File: src/hw/rtl/ultrasonic_obstacle_avoid_decider_defines.svh
// ---------------------------------------------------------------------------
// Obstacle avoid decider: assertion macros
// Shared concurrent assertion forms, clocked on clk, held off during reset.
// ---------------------------------------------------------------------------
`ifndef ULTRASONIC_OBSTACLE_AVOID_DECIDER_DEFINES_SVH
`define ULTRASONIC_OBSTACLE_AVOID_DECIDER_DEFINES_SVH

// same-cycle implication
`define UOAD_ASSERT_IMPL(label, ante, cons, msg) \
    label: assert property (@(posedge clk) disable iff (!rst_n) (ante) |-> (cons)) \
        else $error(msg);

// next-cycle implication
`define UOAD_ASSERT_NEXT(label, ante, cons, msg) \
    label: assert property (@(posedge clk) disable iff (!rst_n) (ante) |=> (cons)) \
        else $error(msg);

`endif

File: src/hw/rtl/uoad_pkg.sv
`timescale 1ns / 1ps
// ---------------------------------------------------------------------------
// Obstacle avoid decider package
// Command codes, register indexes, distance thresholds and shared types.
// ---------------------------------------------------------------------------
package uoad_pkg;

    // motor command codes
    localparam logic [1:0] CMD_FORWARD = 2'd0;
    localparam logic [1:0] CMD_BACK    = 2'd1;
    localparam logic [1:0] CMD_LEFT    = 2'd2;
    localparam logic [1:0] CMD_RIGHT   = 2'd3;

    // configuration register indexes
    localparam logic [2:0] REG_SPEED_FAST      = 3'd0;
    localparam logic [2:0] REG_SPEED_MID       = 3'd1;
    localparam logic [2:0] REG_SPEED_SLOW      = 3'd2;
    localparam logic [2:0] REG_BACK_INTERVAL   = 3'd3;
    localparam logic [2:0] REG_ACTION_INTERVAL = 3'd4;
    localparam logic [2:0] REG_TURN_INTERVAL   = 3'd5;

    localparam int CFG_IDX_W  = 3;
    localparam int CFG_DATA_W = 16;
    localparam int SPEED_W    = 10;
    localparam int DIST_W     = 9;
    localparam int TIME_W     = 32;

    // filter: f = (26112*x + 154*f) >> 8, alpha = 102/256
    localparam int FILT_W        = 17;
    localparam int FILT_FRAC     = 8;
    localparam int FILT_SUM_W    = 26;
    localparam int FILT_NEW_GAIN = 26112;
    localparam int FILT_OLD_GAIN = 154;

    // distance thresholds in cm
    localparam logic [8:0] REPLACE_CM     = 9'd50;
    localparam logic [8:0] ALL_BLOCK_CM   = 9'd15;
    localparam logic [8:0] FRONT_BLOCK_CM = 9'd20;
    localparam logic [8:0] SIDE_BLOCK_CM  = 9'd15;
    localparam logic [8:0] TURN_ROOM_CM   = 9'd28;
    localparam logic [8:0] FRONT_MIN_CM   = 9'd3;
    localparam logic [8:0] SIDE_CLOSE_CM  = 9'd18;
    localparam logic [8:0] FRONT_CLOSE_CM = 9'd23;
    localparam logic [8:0] FRONT_CLEAR_CM = 9'd21;
    localparam logic [8:0] SIDE_CLEAR_CM  = 9'd17;

    typedef struct packed {
        logic [9:0]  speed_fast;
        logic [9:0]  speed_mid;
        logic [9:0]  speed_slow;
        logic [15:0] back_interval_ms;
        logic [15:0] action_interval_ms;
        logic [15:0] turn_interval_ms;
    } cfg_t;

    // one decided action: a back/forward command, optionally a turn after it
    typedef struct packed {
        logic [1:0] first_cmd;
        logic       has_turn;
        logic [1:0] turn_cmd;
        logic       turn_slow_first;
    } entry_t;

endpackage

File: src/hw/rtl/uoad_front.sv
`timescale 1ns / 1ps
// ---------------------------------------------------------------------------
// Obstacle avoid decider: front end
// Filters side readings, classifies each tick against the rules, applies
// the time gates and pushes one action entry per acting tick.
// ---------------------------------------------------------------------------
`include "ultrasonic_obstacle_avoid_decider_defines.svh"

module uoad_front (
    input  logic                 clk,
    input  logic                 rst_n,
    input  uoad_pkg::cfg_t       cfg,
    input  logic                 in_valid,
    output logic                 in_ready,
    input  logic [31:0]          now_ms,
    input  logic [8:0]           front_cm,
    input  logic [8:0]           left_cm,
    input  logic [8:0]           right_cm,
    output logic                 push,
    output uoad_pkg::entry_t     push_entry,
    input  logic                 q_ready
);

    localparam logic [2:0] MODE_NONE  = 3'd0;
    localparam logic [2:0] MODE_ALL   = 3'd1;
    localparam logic [2:0] MODE_FR    = 3'd2;
    localparam logic [2:0] MODE_FL    = 3'd3;
    localparam logic [2:0] MODE_SIDE  = 3'd4;
    localparam logic [2:0] MODE_CLEAR = 3'd5;

    logic                             in_accept;
    logic [uoad_pkg::FILT_SUM_W-1:0]  left_sum;
    logic [uoad_pkg::FILT_SUM_W-1:0]  right_sum;
    logic [uoad_pkg::FILT_W-1:0]      left_filt_next;
    logic [uoad_pkg::FILT_W-1:0]      right_filt_next;
    logic [uoad_pkg::FILT_W-1:0]      left_filt_reg;
    logic [uoad_pkg::FILT_W-1:0]      right_filt_reg;
    logic [8:0]                       left_eff;
    logic [8:0]                       right_eff;

    logic                             s2_valid_reg;
    logic                             s2_valid_next;
    logic [31:0]                      s2_now_reg;
    logic [8:0]                       s2_front_reg;
    logic [8:0]                       s2_left_reg;
    logic [8:0]                       s2_right_reg;
    logic                             s2_adv;

    logic [31:0]                      last_action_reg;
    logic [31:0]                      last_turn_reg;
    logic [31:0]                      act_elapsed;
    logic [31:0]                      turn_elapsed;

    logic [2:0]                       mode;
    logic [15:0]                      gap_ms;
    logic                             act_ok;
    logic                             turn_ok;
    logic                             backing;
    logic                             emit;
    logic                             turn_found;
    logic [1:0]                       turn_cmd;
    logic                             turn_slow_first;

    // ---------------- stage 1: filter and replacement ----------------
    assign in_accept = in_valid && in_ready;
    assign in_ready  = !s2_valid_reg || s2_adv;

    assign left_sum  = uoad_pkg::FILT_SUM_W'(left_cm) *
                       uoad_pkg::FILT_SUM_W'(uoad_pkg::FILT_NEW_GAIN) +
                       uoad_pkg::FILT_SUM_W'(left_filt_reg) *
                       uoad_pkg::FILT_SUM_W'(uoad_pkg::FILT_OLD_GAIN);
    assign right_sum = uoad_pkg::FILT_SUM_W'(right_cm) *
                       uoad_pkg::FILT_SUM_W'(uoad_pkg::FILT_NEW_GAIN) +
                       uoad_pkg::FILT_SUM_W'(right_filt_reg) *
                       uoad_pkg::FILT_SUM_W'(uoad_pkg::FILT_OLD_GAIN);

    assign left_filt_next  = left_sum[uoad_pkg::FILT_FRAC +: uoad_pkg::FILT_W];
    assign right_filt_next = right_sum[uoad_pkg::FILT_FRAC +: uoad_pkg::FILT_W];

    // far side readings use the integer part of the filtered value
    assign left_eff  = (left_cm >= uoad_pkg::REPLACE_CM) ?
                       left_filt_next[uoad_pkg::FILT_W-1:uoad_pkg::FILT_FRAC] : left_cm;
    assign right_eff = (right_cm >= uoad_pkg::REPLACE_CM) ?
                       right_filt_next[uoad_pkg::FILT_W-1:uoad_pkg::FILT_FRAC] : right_cm;

    always_ff @(posedge clk or negedge rst_n)
    begin
        if (!rst_n)
        begin
            left_filt_reg  <= '0;
            right_filt_reg <= '0;
        end
        else if (in_accept)
        begin
            left_filt_reg  <= left_filt_next;
            right_filt_reg <= right_filt_next;
        end
    end

    always_ff @(posedge clk)
    begin
        if (in_accept)
        begin
            s2_now_reg   <= now_ms;
            s2_front_reg <= front_cm;
            s2_left_reg  <= left_eff;
            s2_right_reg <= right_eff;
        end
    end

    assign s2_valid_next = in_accept ? 1'b1 : (s2_adv ? 1'b0 : s2_valid_reg);

    always_ff @(posedge clk or negedge rst_n)
    begin
        if (!rst_n)
            s2_valid_reg <= 1'b0;
        else
            s2_valid_reg <= s2_valid_next;
    end

    // ---------------- stage 2: rules and gates ----------------
    assign act_elapsed  = s2_now_reg - last_action_reg;
    assign turn_elapsed = s2_now_reg - last_turn_reg;

    always_comb
    begin
        if (s2_front_reg <= uoad_pkg::ALL_BLOCK_CM && s2_left_reg <= uoad_pkg::ALL_BLOCK_CM &&
            s2_right_reg <= uoad_pkg::ALL_BLOCK_CM)
            mode = MODE_ALL;
        else if (s2_front_reg <= uoad_pkg::FRONT_BLOCK_CM &&
                 s2_right_reg <= uoad_pkg::SIDE_BLOCK_CM)
            mode = MODE_FR;
        else if (s2_front_reg <= uoad_pkg::FRONT_BLOCK_CM &&
                 s2_left_reg <= uoad_pkg::SIDE_BLOCK_CM)
            mode = MODE_FL;
        else if ((s2_front_reg >= uoad_pkg::FRONT_MIN_CM &&
                  (s2_left_reg <= uoad_pkg::SIDE_CLOSE_CM ||
                   s2_right_reg <= uoad_pkg::SIDE_CLOSE_CM)) ||
                 s2_front_reg <= uoad_pkg::FRONT_CLOSE_CM)
            mode = MODE_SIDE;
        else if (s2_front_reg >= uoad_pkg::FRONT_CLEAR_CM &&
                 s2_left_reg >= uoad_pkg::SIDE_CLEAR_CM &&
                 s2_right_reg >= uoad_pkg::SIDE_CLEAR_CM)
            mode = MODE_CLEAR;
        else
            mode = MODE_NONE;
    end

    assign gap_ms  = (mode == MODE_ALL) ? cfg.back_interval_ms : cfg.action_interval_ms;
    assign act_ok  = act_elapsed >= 32'(gap_ms);
    assign turn_ok = turn_elapsed >= 32'(cfg.turn_interval_ms);
    assign backing = (mode == MODE_ALL) || (mode == MODE_FR) ||
                     (mode == MODE_FL) || (mode == MODE_SIDE);
    assign emit    = (mode != MODE_NONE) && act_ok;

    always_comb
    begin
        turn_found      = 1'b0;
        turn_cmd        = uoad_pkg::CMD_LEFT;
        turn_slow_first = 1'b0;
        case (mode)
            MODE_ALL:
            begin
                if (s2_left_reg > s2_right_reg)
                begin
                    turn_found      = 1'b1;
                    turn_cmd        = uoad_pkg::CMD_LEFT;
                    turn_slow_first = 1'b1;
                end
                else if (s2_left_reg < s2_right_reg)
                begin
                    turn_found = 1'b1;
                    turn_cmd   = uoad_pkg::CMD_RIGHT;
                end
            end
            MODE_FR:
            begin
                // always true here since right is already within 15 cm
                if (s2_right_reg <= uoad_pkg::TURN_ROOM_CM)
                begin
                    turn_found = 1'b1;
                    turn_cmd   = uoad_pkg::CMD_LEFT;
                end
            end
            MODE_FL:
            begin
                if (s2_left_reg <= uoad_pkg::TURN_ROOM_CM)
                begin
                    turn_found      = 1'b1;
                    turn_cmd        = uoad_pkg::CMD_RIGHT;
                    turn_slow_first = 1'b1;
                end
            end
            MODE_SIDE:
            begin
                if (s2_left_reg > s2_right_reg)
                begin
                    turn_found = 1'b1;
                    turn_cmd   = uoad_pkg::CMD_LEFT;
                end
                else if (s2_left_reg < s2_right_reg)
                begin
                    turn_found      = 1'b1;
                    turn_cmd        = uoad_pkg::CMD_RIGHT;
                    turn_slow_first = 1'b1;
                end
            end
            default:
            begin
                turn_found = 1'b0;
            end
        endcase
    end

    assign push_entry.first_cmd       = backing ? uoad_pkg::CMD_BACK : uoad_pkg::CMD_FORWARD;
    assign push_entry.has_turn        = backing && turn_ok && turn_found;
    assign push_entry.turn_cmd        = turn_cmd;
    assign push_entry.turn_slow_first = turn_slow_first;

    // ticks with no action retire without touching the queue
    assign s2_adv = s2_valid_reg && (q_ready || !emit);
    assign push   = s2_valid_reg && emit && q_ready;

    always_ff @(posedge clk or negedge rst_n)
    begin
        if (!rst_n)
        begin
            last_action_reg <= '0;
            last_turn_reg   <= '0;
        end
        else if (push)
        begin
            last_action_reg <= s2_now_reg;
            // turn stamp moves even when no turn is sent on equal sides
            if (backing && turn_ok)
                last_turn_reg <= s2_now_reg;
        end
    end

    `UOAD_ASSERT_NEXT(a_action_stamp, push, last_action_reg == $past(s2_now_reg),
        "action stamp not taken from the acting tick")
    `UOAD_ASSERT_IMPL(a_turn_needs_back, push && push_entry.has_turn,
        push_entry.first_cmd == uoad_pkg::CMD_BACK, "turn queued without a back command")

endmodule

File: src/hw/rtl/uoad_queue.sv
`timescale 1ns / 1ps
// ---------------------------------------------------------------------------
// Obstacle avoid decider: action queue
// Small register FIFO between the rule front end and the command back end.
// ---------------------------------------------------------------------------
`include "ultrasonic_obstacle_avoid_decider_defines.svh"

module uoad_queue #(
    parameter int DEPTH = 2
) (
    input  logic             clk,
    input  logic             rst_n,
    input  logic             push,
    input  uoad_pkg::entry_t push_entry,
    output logic             ready,
    input  logic             pop,
    output logic             valid,
    output uoad_pkg::entry_t entry
);

    localparam int PTR_W = $clog2(DEPTH);
    localparam int CNT_W = $clog2(DEPTH + 1);

    uoad_pkg::entry_t   slot_reg [DEPTH];
    logic [PTR_W-1:0]   wr_ptr_reg;
    logic [PTR_W-1:0]   wr_ptr_next;
    logic [PTR_W-1:0]   rd_ptr_reg;
    logic [PTR_W-1:0]   rd_ptr_next;
    logic [CNT_W-1:0]   count_reg;
    logic [CNT_W-1:0]   count_next;

    assign ready = count_reg != CNT_W'(DEPTH);
    assign valid = count_reg != '0;
    assign entry = slot_reg[rd_ptr_reg];

    assign wr_ptr_next = (wr_ptr_reg == PTR_W'(DEPTH - 1)) ? '0 : wr_ptr_reg + 1'b1;
    assign rd_ptr_next = (rd_ptr_reg == PTR_W'(DEPTH - 1)) ? '0 : rd_ptr_reg + 1'b1;

    always_comb
    begin
        count_next = count_reg;
        if (push && !pop)
            count_next = count_reg + 1'b1;
        else if (pop && !push)
            count_next = count_reg - 1'b1;
    end

    always_ff @(posedge clk or negedge rst_n)
    begin
        if (!rst_n)
        begin
            wr_ptr_reg <= '0;
            rd_ptr_reg <= '0;
            count_reg  <= '0;
        end
        else
        begin
            if (push)
                wr_ptr_reg <= wr_ptr_next;
            if (pop)
                rd_ptr_reg <= rd_ptr_next;
            count_reg <= count_next;
        end
    end

    always_ff @(posedge clk)
    begin
        if (push)
            slot_reg[wr_ptr_reg] <= push_entry;
    end

    `UOAD_ASSERT_IMPL(a_no_overflow, push, ready, "push into a full queue")
    `UOAD_ASSERT_IMPL(a_no_underflow, pop, valid, "pop from an empty queue")

endmodule

File: src/hw/rtl/uoad_back.sv
`timescale 1ns / 1ps
// ---------------------------------------------------------------------------
// Obstacle avoid decider: back end
// Expands each action entry into one or two motor commands and holds them
// in the output register until the receiver takes them.
// ---------------------------------------------------------------------------
`include "ultrasonic_obstacle_avoid_decider_defines.svh"

module uoad_back (
    input  logic             clk,
    input  logic             rst_n,
    input  uoad_pkg::cfg_t   cfg,
    input  logic             q_valid,
    input  uoad_pkg::entry_t q_entry,
    output logic             pop,
    output logic             out_valid,
    input  logic             out_ready,
    output logic [1:0]       command,
    output logic [9:0]       first_speed,
    output logic [9:0]       second_speed,
    output logic             last
);

    localparam logic PH_BASE = 1'b0;  // back or forward command next
    localparam logic PH_TURN = 1'b1;  // turn command next

    logic       phase_reg;
    logic       phase_next;
    logic       load;
    logic       out_valid_reg;
    logic       out_valid_next;
    logic [1:0] command_reg;
    logic [9:0] first_speed_reg;
    logic [9:0] second_speed_reg;
    logic       last_reg;

    assign load = q_valid && (!out_valid_reg || out_ready);
    assign pop  = load && ((phase_reg == PH_TURN) || !q_entry.has_turn);

    always_comb
    begin
        phase_next = phase_reg;
        if (load)
        begin
            if (phase_reg == PH_BASE && q_entry.has_turn)
                phase_next = PH_TURN;
            else
                phase_next = PH_BASE;
        end
    end

    assign out_valid_next = load ? 1'b1 : (out_ready ? 1'b0 : out_valid_reg);

    always_ff @(posedge clk or negedge rst_n)
    begin
        if (!rst_n)
        begin
            phase_reg     <= PH_BASE;
            out_valid_reg <= 1'b0;
        end
        else
        begin
            phase_reg     <= phase_next;
            out_valid_reg <= out_valid_next;
        end
    end

    always_ff @(posedge clk)
    begin
        if (load)
        begin
            if (phase_reg == PH_BASE)
            begin
                command_reg      <= q_entry.first_cmd;
                first_speed_reg  <= cfg.speed_fast;
                second_speed_reg <= cfg.speed_fast;
                last_reg         <= !q_entry.has_turn;
            end
            else
            begin
                command_reg      <= q_entry.turn_cmd;
                first_speed_reg  <= q_entry.turn_slow_first ? cfg.speed_slow : cfg.speed_mid;
                second_speed_reg <= q_entry.turn_slow_first ? cfg.speed_mid : cfg.speed_slow;
                last_reg         <= 1'b1;
            end
        end
    end

    assign out_valid    = out_valid_reg;
    assign command      = command_reg;
    assign first_speed  = first_speed_reg;
    assign second_speed = second_speed_reg;
    assign last         = last_reg;

    `UOAD_ASSERT_NEXT(a_turn_follows, load && phase_reg == PH_BASE && q_entry.has_turn,
        phase_reg == PH_TURN && out_valid_reg && !last_reg,
        "back command before a turn not marked as non-final")
    `UOAD_ASSERT_IMPL(a_turn_entry_held, phase_reg == PH_TURN, q_valid && q_entry.has_turn,
        "turn pending without its queue entry")

endmodule

File: src/hw/rtl/ultrasonic_obstacle_avoid_decider.sv
`timescale 1ns / 1ps
// ---------------------------------------------------------------------------
// Ultrasonic obstacle avoid decider, top level
// Control ticks in (time plus front/left/right distance), motor commands out.
//
// Input channel in_valid/in_ready carries one tick per transfer. Output
// channel out_valid/out_ready carries one motor command per transfer; last
// marks the final command of a tick. A tick makes zero, one or two commands.
// A tick's first command passes the rule stage, the action queue, then
// the output register. Throughput: one tick per cycle while each tick
// makes at most one command and out_ready stays high; the output register
// sends one command per cycle, so a tick with a turn holds it for both
// commands. The action queue (QUEUE_DEPTH entries) between the rule stage
// and the output lets the input keep flowing while the receiver stalls;
// when it fills, in_ready drops until commands are taken.
// Configuration writes (cfg_we/cfg_index/cfg_wdata) take effect at once.
// Reset restores the register defaults, clears both side filters and both
// time stamps and empties the pipeline and queue.
// ---------------------------------------------------------------------------

module ultrasonic_obstacle_avoid_decider #(
    parameter int QUEUE_DEPTH = 2
) (
    input  logic        clk,
    input  logic        rst_n,
    input  logic        cfg_we,
    input  logic [2:0]  cfg_index,
    input  logic [15:0] cfg_wdata,
    input  logic        in_valid,
    output logic        in_ready,
    input  logic [31:0] now_ms,
    input  logic [8:0]  front_cm,
    input  logic [8:0]  left_cm,
    input  logic [8:0]  right_cm,
    output logic        out_valid,
    input  logic        out_ready,
    output logic [1:0]  command,
    output logic [9:0]  first_speed,
    output logic [9:0]  second_speed,
    output logic        last
);

    uoad_pkg::cfg_t   cfg_reg;
    uoad_pkg::entry_t push_entry;
    uoad_pkg::entry_t q_entry;
    logic             push;
    logic             q_ready;
    logic             q_valid;
    logic             pop;

    always_ff @(posedge clk or negedge rst_n)
    begin
        if (!rst_n)
        begin
            cfg_reg.speed_fast         <= 10'd80;
            cfg_reg.speed_mid          <= 10'd70;
            cfg_reg.speed_slow         <= 10'd50;
            cfg_reg.back_interval_ms   <= 16'd300;
            cfg_reg.action_interval_ms <= 16'd100;
            cfg_reg.turn_interval_ms   <= 16'd300;
        end
        else if (cfg_we)
        begin
            case (cfg_index)
                uoad_pkg::REG_SPEED_FAST:      cfg_reg.speed_fast <= cfg_wdata[9:0];
                uoad_pkg::REG_SPEED_MID:       cfg_reg.speed_mid <= cfg_wdata[9:0];
                uoad_pkg::REG_SPEED_SLOW:      cfg_reg.speed_slow <= cfg_wdata[9:0];
                uoad_pkg::REG_BACK_INTERVAL:   cfg_reg.back_interval_ms <= cfg_wdata;
                uoad_pkg::REG_ACTION_INTERVAL: cfg_reg.action_interval_ms <= cfg_wdata;
                uoad_pkg::REG_TURN_INTERVAL:   cfg_reg.turn_interval_ms <= cfg_wdata;
                default:                       cfg_reg <= cfg_reg;
            endcase
        end
    end

    uoad_front u_front (
        .clk        (clk),
        .rst_n      (rst_n),
        .cfg        (cfg_reg),
        .in_valid   (in_valid),
        .in_ready   (in_ready),
        .now_ms     (now_ms),
        .front_cm   (front_cm),
        .left_cm    (left_cm),
        .right_cm   (right_cm),
        .push       (push),
        .push_entry (push_entry),
        .q_ready    (q_ready)
    );

    uoad_queue #(
        .DEPTH (QUEUE_DEPTH)
    ) u_queue (
        .clk        (clk),
        .rst_n      (rst_n),
        .push       (push),
        .push_entry (push_entry),
        .ready      (q_ready),
        .pop        (pop),
        .valid      (q_valid),
        .entry      (q_entry)
    );

    uoad_back u_back (
        .clk          (clk),
        .rst_n        (rst_n),
        .cfg          (cfg_reg),
        .q_valid      (q_valid),
        .q_entry      (q_entry),
        .pop          (pop),
        .out_valid    (out_valid),
        .out_ready    (out_ready),
        .command      (command),
        .first_speed  (first_speed),
        .second_speed (second_speed),
        .last         (last)
    );

endmodule

File: config.mk
export PLATFORM = sky130hd
export DESIGN_NAME = ultrasonic_obstacle_avoid_decider
export DESIGN_NICKNAME = d
export VERILOG_FILES = /design/src/hw/rtl/uoad_pkg.sv /design/src/hw/rtl/uoad_front.sv /design/src/hw/rtl/uoad_queue.sv /design/src/hw/rtl/uoad_back.sv /design/src/hw/rtl/ultrasonic_obstacle_avoid_decider.sv
export VERILOG_INCLUDE_DIRS = /design/src /design/src/hw/rtl
export SDC_FILE = /design/constraint.sdc
export NUM_CORES = 1
export LEC_CHECK = 0
export ABC_AREA = 1
export ABC_CLOCK_PERIOD_IN_PS = 12300
export BUFFER_PORTS_ARGS = -buffer_cell sky130_fd_sc_hd__buf_4
export CAP_MARGIN = 20
export CORE_MARGIN = 2
export CORE_UTILIZATION = 69
export DETAILED_ROUTE_END_ITERATION = 10
export PLACE_DENSITY = 0.9
export SLEW_MARGIN = 20
export SYNTH_ARGS = -nofsm -noshare
export SYNTH_HDL_FRONTEND = slang
export SYNTH_SLANG_ARGS = --single-unit
File: constraint.sdc
create_clock -name clk -period 12.3 [get_ports clk]
set_input_delay 1.23 -clock clk [delete_from_list [all_inputs] [get_ports clk]]
set_output_delay 1.23 -clock clk [all_outputs]
set_load 0.01 [all_outputs]
==> summary.md <==
| Metric | Value |
|---|---|
| Status | completed |
| Crit-path most repeated cell | nand2_1 |
| Cts bufs inserted | 31 |
| Antenna Nets Post-Route | 0 |
| Crit-path max FO | 76 |
| Max Slew Vio Count | 0 |
| Core area | 0.0353 mm2 |
| Worst Path Required | around 13 ns |
| Fmax | 173 MHz |
| RSZ-0062 raised after global routing | no |
| Worst setup EP type | register |
| Asr flop ratio synth | between 60% and 70% |
| YS warnings | 0 |
| Hold WC Path Type | reg2reg |
| Vias | 21300 |
| Vias/cell | approximately 5.6 |
| Placer Congestion | a little under 1 |
| Row count | between 60 and 70 |
| WL per Instance | between 15 and 20 um |
| CTS Buffer Depth | 3 |
| # clock sinks | around 270 |
| Net Count, Synth | 3692 |
| Worst EP arrival | around 6.3 ns |
| Commonest cells after routing, fill and taps aside | nand2_1, inv_1, ha_1, nor2_1, dfrtp_1 |
| CP max stage cell | buf_4 |
| CP Class | reg2reg |
| Max-cap violations | 0 |
| Violation count after the first detailed-route iteration | around 1500 |
| Routed wire length | between 60000 and 70000 um |
| Initial antenna violation count | 1 |
| Cell Area, Synth | about 0.025 mm2 |
| Reg2reg setup slack | about 6.5 ns |
| Die Height | about 190 um |
| Cell variety after synth | 54 |
| Post-CTS Setup Repair Bufs | 0 |
| Clock Pin Slew Worst Setup and Hold Paths | about 0.07 ns |
| Fin. Hold Viols | 0 |
| Hold depth | 2 |
| Storage cell area | between 0.007 and 0.008 mm2 |
| Period utilization | between 40% and 50% |
| Cells after synthesis | about 3200 |
| Die W | about 190 um |
| # DRC | 0 |
| Syn Area/Cell | approximately 7.7 um2 |
| Worst flop-to-flop path endpoint | u_queue.count_reg[1]$_DFFE_PN0P_ |
| Max reg flops | slightly below 80 |
| Tmin final | about 5.8 ns |
| Slew margin rel. | between 20 and 30% |
| Die area | 0.0372 mm2 |
| Synth Flop Type | dfrtp_1 |
| Largest net degree at the start of global routing | between 70 and 80 |
| CTS tree | done |
| Nets | 3788 |
| Global-route wire length before repair | approximately 100000 um |
| Endpoints failing setup | 0 |
| H-Tree Depth | 1 |
| # fillers | around 2500 |
| Initial Util | between 60% and 70% |
| Detailed-placement wirelength estimate | 48600 um |
| EDFF count, synth | 90 |
| Crit-path max cell delay | around 0.50 ns |
| Vias in the first global route | 21200 |
| Root Driver | clkbuf_16 |
| PostCTS Resize Cnt | 0 |
| I/O Buffers | 107 |
| Area grow syn2layout | 8.88% |
| First drt pass iteration count | 6 |
| Worst Skew | ~0.013 ns |
| Reg2reg path depth | 28 |
| Startpoint Class | register |
| Area of the multi-input gates | about 0.015 mm2 |
| Hold Crit Endpoint | cfg_reg[75]$_DFFE_PN0P_ |
| Sequential fraction of the synthesis area | approximately 30% |
| Diodes inserted | 0 |
| Grt total ovfl | 0 |
| CTS Hold Bufs | 0 |
| Total GRT Usage | between 30% and 40% |
| Startpoint of the worst hold path | cfg_reg[75]$_DFFE_PN0P_ |
| R2r startpoint | u_front.s2_now_reg[0]$_DFFE_PP_ |
| I/O pin cnt | 108 |
| Worst-skew pair later-pin latency | approximately 0.59 ns |
| Commonest non-fill, non-tap cell in the layout | nand2_1 |
| Share of layout cells above drive strength 1 | between 7 and 8% |
| Synth Register Bits | ~270 |
| Worst Tran Pin Value | ~1.1 ns |
| Setup TNS | 0 ns |
==> through the flow <==
step | setup slack (ns) | util (%) | instance area [um2] | hold slack [ns] | cells
after floorplan | 6.85 | - | 24600 | 0.452 | 3203
after global placement | 6.41 | 73.0 | 25800 | 0.466 | 3727
after detailed placement | 6.28 | 73.0 | 25800 | 0.473 | 3727
after CTS | 6.30 | 75.9 | 26800 | 0.488 | 3785
after global routing | 6.10 | 75.9 | 26800 | 0.509 | 3785
final | 6.50 | 75.9 | 26800 | 0.487 | 3785
==> worst max-delay path, delay by kind of cell (launching register included) <==
family	cells	cell delay, ns
buffers and inverters	5	1.60
AOI/OAI and AO/OA	3	0.45
xor gates and xnor gates	2	0.34
adders and majority gates	4	1.35
and+or+nand+nor	14	1.38
DFF	1	0.45
==> per-layer routing <==
metal / routed length (um) / GRT usage, % / share of wire [%] / up-vias
met5: 14 / 0 / 0.022 / -
met4: 2040 / 11.2 / 3.2 / 2
met3: 3660 / 3.93 / 5.8 / 153
met2: 31200 / 60.8 / 49 / 718
met1: 26100 / 43.4 / 41 / 10000
li1: - / - / - / 10400
==> cell families after synthesis <==
| family | Yosys count | synth area share [%] |
|---|---|---|
| buffers and inverters | 716 | 11.4 |
| AO/OA/AOI/OAI | 492 | 11.2 |
| AND/OR/NAND/NOR | 1185 | 20.1 |
| XOR/XNOR | 116 | 4.13 |
| flip-flops | 273 | 29.7 |
| multiplexers | 15 | 0.610 |
| adder cells (fa/ha/maj) | 406 | 22.9 |
==> worst max-delay path by stage <==
stage,startpoint,slack (ns),to,cells after the start
after floorplan,right_cm[6],6.85,u_front.s2_right_reg[7]$_DFFE_PP_,26
after global placement,right_cm[6],6.41,u_front.s2_right_reg[7]$_DFFE_PP_,27
after detailed placement,right_cm[6],6.28,u_front.s2_right_reg[7]$_DFFE_PP_,27
after CTS,u_front.s2_left_reg[6]$_DFFE_PP_,6.30,u_queue.count_reg[1]$_DFFE_PN0P_,26
after global routing,u_front.s2_right_reg[7]$_DFFE_PP_,6.10,u_queue.count_reg[1]$_DFFE_PN0P_,26
final,u_front.s2_now_reg[0]$_DFFE_PP_,6.50,u_queue.count_reg[1]$_DFFE_PN0P_,28
==> layout make-up <==
cell class,instances,share of cell area [%]
Inverter,663,9.29
Clock buffer,44,3.42
Sequential cell,273,27.3
Timing Repair Buffer,116,3.27
Multi-Input combinational cell,2214,54.2
Clock inverter,14,0.411
Tap cell,461,2.15
==> Yosys cell counts, drive strengths merged, types with 29 or more instances <==
library cell,count,area [um2]
o21bai,40,300
inv,662,2480
xor2,77,674
a21oi,164,821
fa,74,1480
ha,332,4150
edfxtp,90,2700
dfrtp,164,4100
nand3,130,751
o21ai,220,1140
nand2,789,2970
xnor2,39,342
nor2,182,696
clkbuf,29,109
Power is left out: the tool's default activity adds up to more than one toggle a clock period on the data nets, which glitch-free logic cannot reach.
